==> config.mk <==
export PLATFORM = sky130hd
export DESIGN_NAME = ptrr_ram
export DESIGN_NICKNAME = d
export VERILOG_FILES = /design/src/rtl/core/ptrr_ram.sv
export SDC_FILE = /design/constraint.sdc
export NUM_CORES = 1
export LEC_CHECK = 0
export BUFFER_PORTS_ARGS = -buffer_cell sky130_fd_sc_hd__buf_2
export CELL_PAD_IN_SITES_DETAIL_PLACEMENT = 2
export CELL_PAD_IN_SITES_GLOBAL_PLACEMENT = 2
export CORE_MARGIN = 2
export CORE_UTILIZATION = 48
export CTS_BUF_LIST = sky130_fd_sc_hd__clkbuf_8 sky130_fd_sc_hd__clkbuf_16
export DETAILED_ROUTE_END_ITERATION = 10
export GPL_ROUTABILITY_DRIVEN = 0
export PLACE_DENSITY = 0.86
export SETUP_SLACK_MARGIN = 0.02
export SLEW_MARGIN = 20
export SYNTH_ARGS = -nofsm -noshare
export SYNTH_HDL_FRONTEND = slang
export SYNTH_SLANG_ARGS = --single-unit
==> constraint.sdc <==
create_clock -name clk_i -period 2.15 [get_ports clk_i]
set_clock_uncertainty 0.1 [all_clocks]
set_input_delay 0 -clock clk_i [delete_from_list [all_inputs] [get_ports clk_i]]
set_output_delay 0 -clock clk_i [all_outputs]
set_load 0.01 [all_outputs]
==> src/rtl/core/ptrr_ram.sv <==
// Generic single-write, single-read RAM with registered read data.
// No dependencies.
module ptrr_ram #(
  parameter int unsigned WIDTH = 16,
  parameter int unsigned DEPTH = 32,
  localparam int unsigned AW   = (DEPTH > 1) ? $clog2(DEPTH) : 1
) (
  input  logic             clk_i,
  input  logic             we_i,
  input  logic [AW-1:0]    waddr_i,
  input  logic [WIDTH-1:0] wdata_i,
  input  logic [AW-1:0]    raddr_i,
  output logic [WIDTH-1:0] rdata_o
);

  logic [WIDTH-1:0] mem_q [DEPTH];
  logic [WIDTH-1:0] rdata_q;

  always_ff @(posedge clk_i) begin
    if (we_i) begin
      mem_q[waddr_i] <= wdata_i;
    end
    rdata_q <= mem_q[raddr_i];
  end

  assign rdata_o = rdata_q;

endmodule

## After elaboration in Yosys (flattened, before gate mapping)

Memories as Yosys holds them, arrays and structs flattened. A register that Yosys moved wholly into a read port is not among the register bits.
Cells that the tools add are included.
Widths: inputs -> output; s select.

- Memories kept: 1
- Flip-flop bits (word level): 0
- Logic and storage cells: 3
- Memory bits (writable): 512
- Input bits: 28

- Multiplexer cells: 2

Memories:

| name | words | width | rd ports | clocked after Yosys merged registers in | wr ports | RTL line | RTL |
|---|---|---|---|---|---|---|---|
| mem_q | 32 | 16 | 1 | 1 | 1 | 16 | `logic [WIDTH-1:0] mem_q [DEPTH];` |

Operator list:

| cell | number |
|---|---|
| $mux 1 | 2 |

## Logic depth before layout (Yosys ltp)

- Word-level depth: 2
- Depth in mapped cells: 8
- Depth with buffers taken out: 5

## Least setup slack after synthesis

Ideal clock, no wire load.

- Path kind: input -> register
- From: in waddr_i[1]
- To: mem mem_q[12][0] (enable)
- Stages on the path: 3
- Path slack: 0.310 ns
- Library setup time: 0.388 ns
- Arrival: 1.352 ns
- Cells stage by stage: or3b_2 clkbuf_1 nor2_1

RTL lines:

| element | RTL line | RTL |
|---|---|---|
| start, declared | 10 | `input logic [AW-1:0] waddr_i,` |
| end, declared | 16 |  |

Straight into the memory's write port.

==> summary.md <==
| Metric | Value |
|---|---|
| Outcome | finished, final reports clean |
| Count of state elements after synthesis | 528 |
| Number of iterations in the first detailed-routing pass | 5 |
| Mux share of post-synthesis cell area | 0.125 |
| Top fanout value on the critical path | 10 |
| TritonCTS sink count | about 530 |
| Latest clock arrival within the worst-skew pair | 0.62 ns |
| Post-Place Setup Slack | 0.0110 ns |
| Max-slew violation total from the final report | 0 |
| Yosys Warn Count | 0 |
| Sequential fraction of the synthesis area | 0.764 |
| I/O pin count | 44 |
| Post-synthesis share of cell area spent on xor and xnor gates | 0 |
| Number of nets with antenna violations after detailed routing | 0 |
| Via/cell ratio | 6.54 |
| Kind of critical path | primary input to flip-flop |
| Row Count | 75 |
| Endpoints failing hold | 0 |
| Clock Power Share | 0.416 |
| Hold Path Class | primary input to flip-flop |
| Die outline width | 211 um |
| Die area | 44500 um2 |
| Die extent in y | 211 um |
| DRC viols | 0 |
| Total routed wirelength | ~73000 um |
| Clock transition at the registers of the reported paths | 0.06 ns |
| # placed instances | 1750 |
| Fill cell total of the finished layout | 3443 |
| Maximum buffer depth of the clock tree | 3 |
| Worst endpoint data arrival time | 2.15 ns |
| Number of violations of the max-capacitance limit | 0 |
| Largest net degree at the start of global routing | 36 |
| Worst Hold Slack | 0.111 ns |
| Number of antenna violations at the first check in global routing | 2 |
| Max rail drop VDD | 723 uV |
| Required time of the critical path | ~2.5 ns |
| Transition time of the tightest slew-check pin | slightly below 0.9 ns |
| Worst setup EP type | flip-flop |
| Launching element type of the critical path | primary input |
| Total number of vias | 12186 |
| Total power per unit cell area | between 900 and 1000 nW/um2 |
| Layout Nets | 1313 |
| Initial Utilization | 0.487 |
| Final Instance Count excl. Fillers | roughly 1900 |
| Minimum clock period | 1.81 ns |
| Initial drt markers | between 1000 and 1500 |
| Number of cells produced by synthesis | about 1100 |
| Layout cell share with drive strength beyond 1 | 0.162 |
| First-pass GRT wire length | 104000 um |
| Share of synthesized cell area in and, or, nand and nor gates | 0.0349 |
| Input/output buffers | 43 |
| Area added between synthesis and finish | 15.2% |
| Routing usage on met1 | 0.418 |
| Footprint of the multi-input gates | approximately 4300 um2 |
| Achievable clock frequency | 554 MHz |
| Area fraction in compound gates after synthesis | 0.0497 |
| Post-route worst setup slack | 0.344 ns |
| Sequential power share | 0.521 |
| Adder-cell area share of the yosys netlist | 0 |
| CTS Root Buffer Type | sky130_fd_sc_hd__clkbuf_16 |
| Gate power share | 0.063 |
| Footprint of the flip-flops and latches | between 15000 and 20000 um2 |
| Half-perimeter wire length after detailed placement | about 40000 um |
| Global-route congestion overflow total | 0 |
| Area of the core | around 42000 um2 |
| CTS tree | done |
| Nets in the synthesized netlist | 1171 |
| Detail-routed net length per standard cell | approximately 39 um |
| Global routing usage summed across all routing layers | 0.338 |
| Met3 routing resource usage after global routing | 0.0618 |
| Register-to-register path setup slack | 0.35 ns |
| Most heavily used metal layer in global routing | met2 |
| Number of distinct library cells after synthesis | 26 |
| Standby leakage power | approximately 0.0085 uW |
| Post-Synthesis Cell Area | 20500 um2 |
| Combinational family with the most area after synthesis | multiplexers |
| Via count of the first global-routing pass | approximately 13000 |
| Worst max-slew margin expressed relative to the limit | 0.404 |
| Clock buffer count from CTS | between 50 and 60 |
| Post-Syn Area per Cell | 18.0 um2 |
| Sw frac | 0.235 |
| Internal Dissipation | roughly 17000 uW |
| Fraction of met2 tracks used by global routing | 0.589 |
| Final clock period utilization by the worst path | 0.840 |
| Final TNS setup | 0 ns |
| Clock H-tree levels | 2 |
| Setup repair after global routing missed its margin | false |
| # setup viols final | 0 |
| Sw power | around 5200 uW |
[critical path: stages]
cell                            delay, ns
sky130_fd_sc_hd__dlygate4sd3_1       0.52
sky130_fd_sc_hd__buf_2               0.25
sky130_fd_sc_hd__nand2b_1            0.59
sky130_fd_sc_hd__a21oi_1             0.11
sky130_fd_sc_hd__a31oi_1             0.48
sky130_fd_sc_hd__nand3_1             0.19
[cell usage in the layout, fill, tap and decap left out, drive strengths merged, types with 15 or more instances in the layout]
cell type / n
nand2: 33
mux2i: 256
a22o: 32
inv: 15
edfxtp: 512
nand4: 16
a21oi: 32
clkbuf: 62
nor3: 16
nor2: 34
a31oi: 16
nand3: 34
a22oi: 64
dlygate4sd3: 19
buf: 135
dfxtp: 16
[cell type report]
class | instances | area share
Antenna cell | 1 | 0.000106
Tap cell | 539 | 0.0285
Multi-Input combinational cell | 548 | 0.183
Timing Repair Buffer | 154 | 0.0552
Clock buffer | 62 | 0.0618
Clock inverter | 31 | 0.00804
Sequential cell | 528 | 0.664
[power by group through the flow]
stage                     Combinational (uW)  Sequential, uW  Clock [uW]
after floorplan                          643           11700           0
after global placement                  1190           11700           0
after detailed placement                1300           11700           0
after CTS                               1370           11500        9160
after global routing                    1450           11500        9550
final                                   1410           11500        9200
[layer usage]
layer  part of all wire  vias to the layer above
met5            0.00018                        -
met3              0.073                      204
met2               0.51                      752
li1                   -                     4834
met1               0.37                     6394
met4              0.047                        2
[Yosys cell counts]
master,instances,area (um2)
sky130_fd_sc_hd__clkbuf_1,12,45.0
sky130_fd_sc_hd__or2_1,1,6.26
sky130_fd_sc_hd__a22o_1,32,280
sky130_fd_sc_hd__buf_12,5,100
sky130_fd_sc_hd__nor2_4,1,11.3
sky130_fd_sc_hd__nor3_1,16,80.1
sky130_fd_sc_hd__nand4_1,16,100
sky130_fd_sc_hd__or3_1,1,6.26
sky130_fd_sc_hd__buf_6,6,67.6
sky130_fd_sc_hd__a22oi_1,64,480
sky130_fd_sc_hd__buf_4,19,143
sky130_fd_sc_hd__a31oi_1,16,100
sky130_fd_sc_hd__dfxtp_1,16,320
sky130_fd_sc_hd__nand2b_1,2,12.5
sky130_fd_sc_hd__and2_1,1,6.26
sky130_fd_sc_hd__buf_8,6,90.1
sky130_fd_sc_hd__nor2b_1,2,12.5
sky130_fd_sc_hd__a21oi_1,32,160
sky130_fd_sc_hd__nand3b_1,5,37.5
sky130_fd_sc_hd__nand2_1,33,124
sky130_fd_sc_hd__buf_2,19,95.1
sky130_fd_sc_hd__nor2_1,33,124
sky130_fd_sc_hd__or3b_2,3,26.3
sky130_fd_sc_hd__edfxtp_1,512,15400
sky130_fd_sc_hd__mux2i_1,256,2560
sky130_fd_sc_hd__nand3_1,34,170
[timing repair]
item / in CTS / in global routing
hold endpoints to repair: 508 / 0
resized for setup: 0 / 0
hold buffers: 19 / 0
setup buffers: 0 / 0
[flip-flops by register name (all words and copies together), names as in the netlist]
register and count:
rdata_o 16, mem_q 512
[stage by stage]
stage | power (uW) | utilization | instance area, um2
floorplan | 12400 | - | 20500
global placement | 12900 | 0.518 | 21800
detailed placement | 13000 | 0.518 | 21800
CTS | 22100 | 0.561 | 23700
global route | 22500 | 0.561 | 23700
finish | 22100 | 0.561 | 23700
[kinds of logic after synthesis]
family	after synthesis
compound gates	144
buf+inv	67
flops	528
mux	256
simple gates	148
[path summary, 6_finish.rpt]
kind	startpoint	to	depth (start not counted)
worst max-delay path	raddr_i[3]	rdata_o[14]	6
worst min-delay path	raddr_i[2]	rdata_o[12]	6
worst max register to register	mem_q[29][11]	rdata_o[11]	5
worst min register to register	mem_q[10][13]	rdata_o[13]	4
No activity file was read; power rests on OpenSTA's default activity.
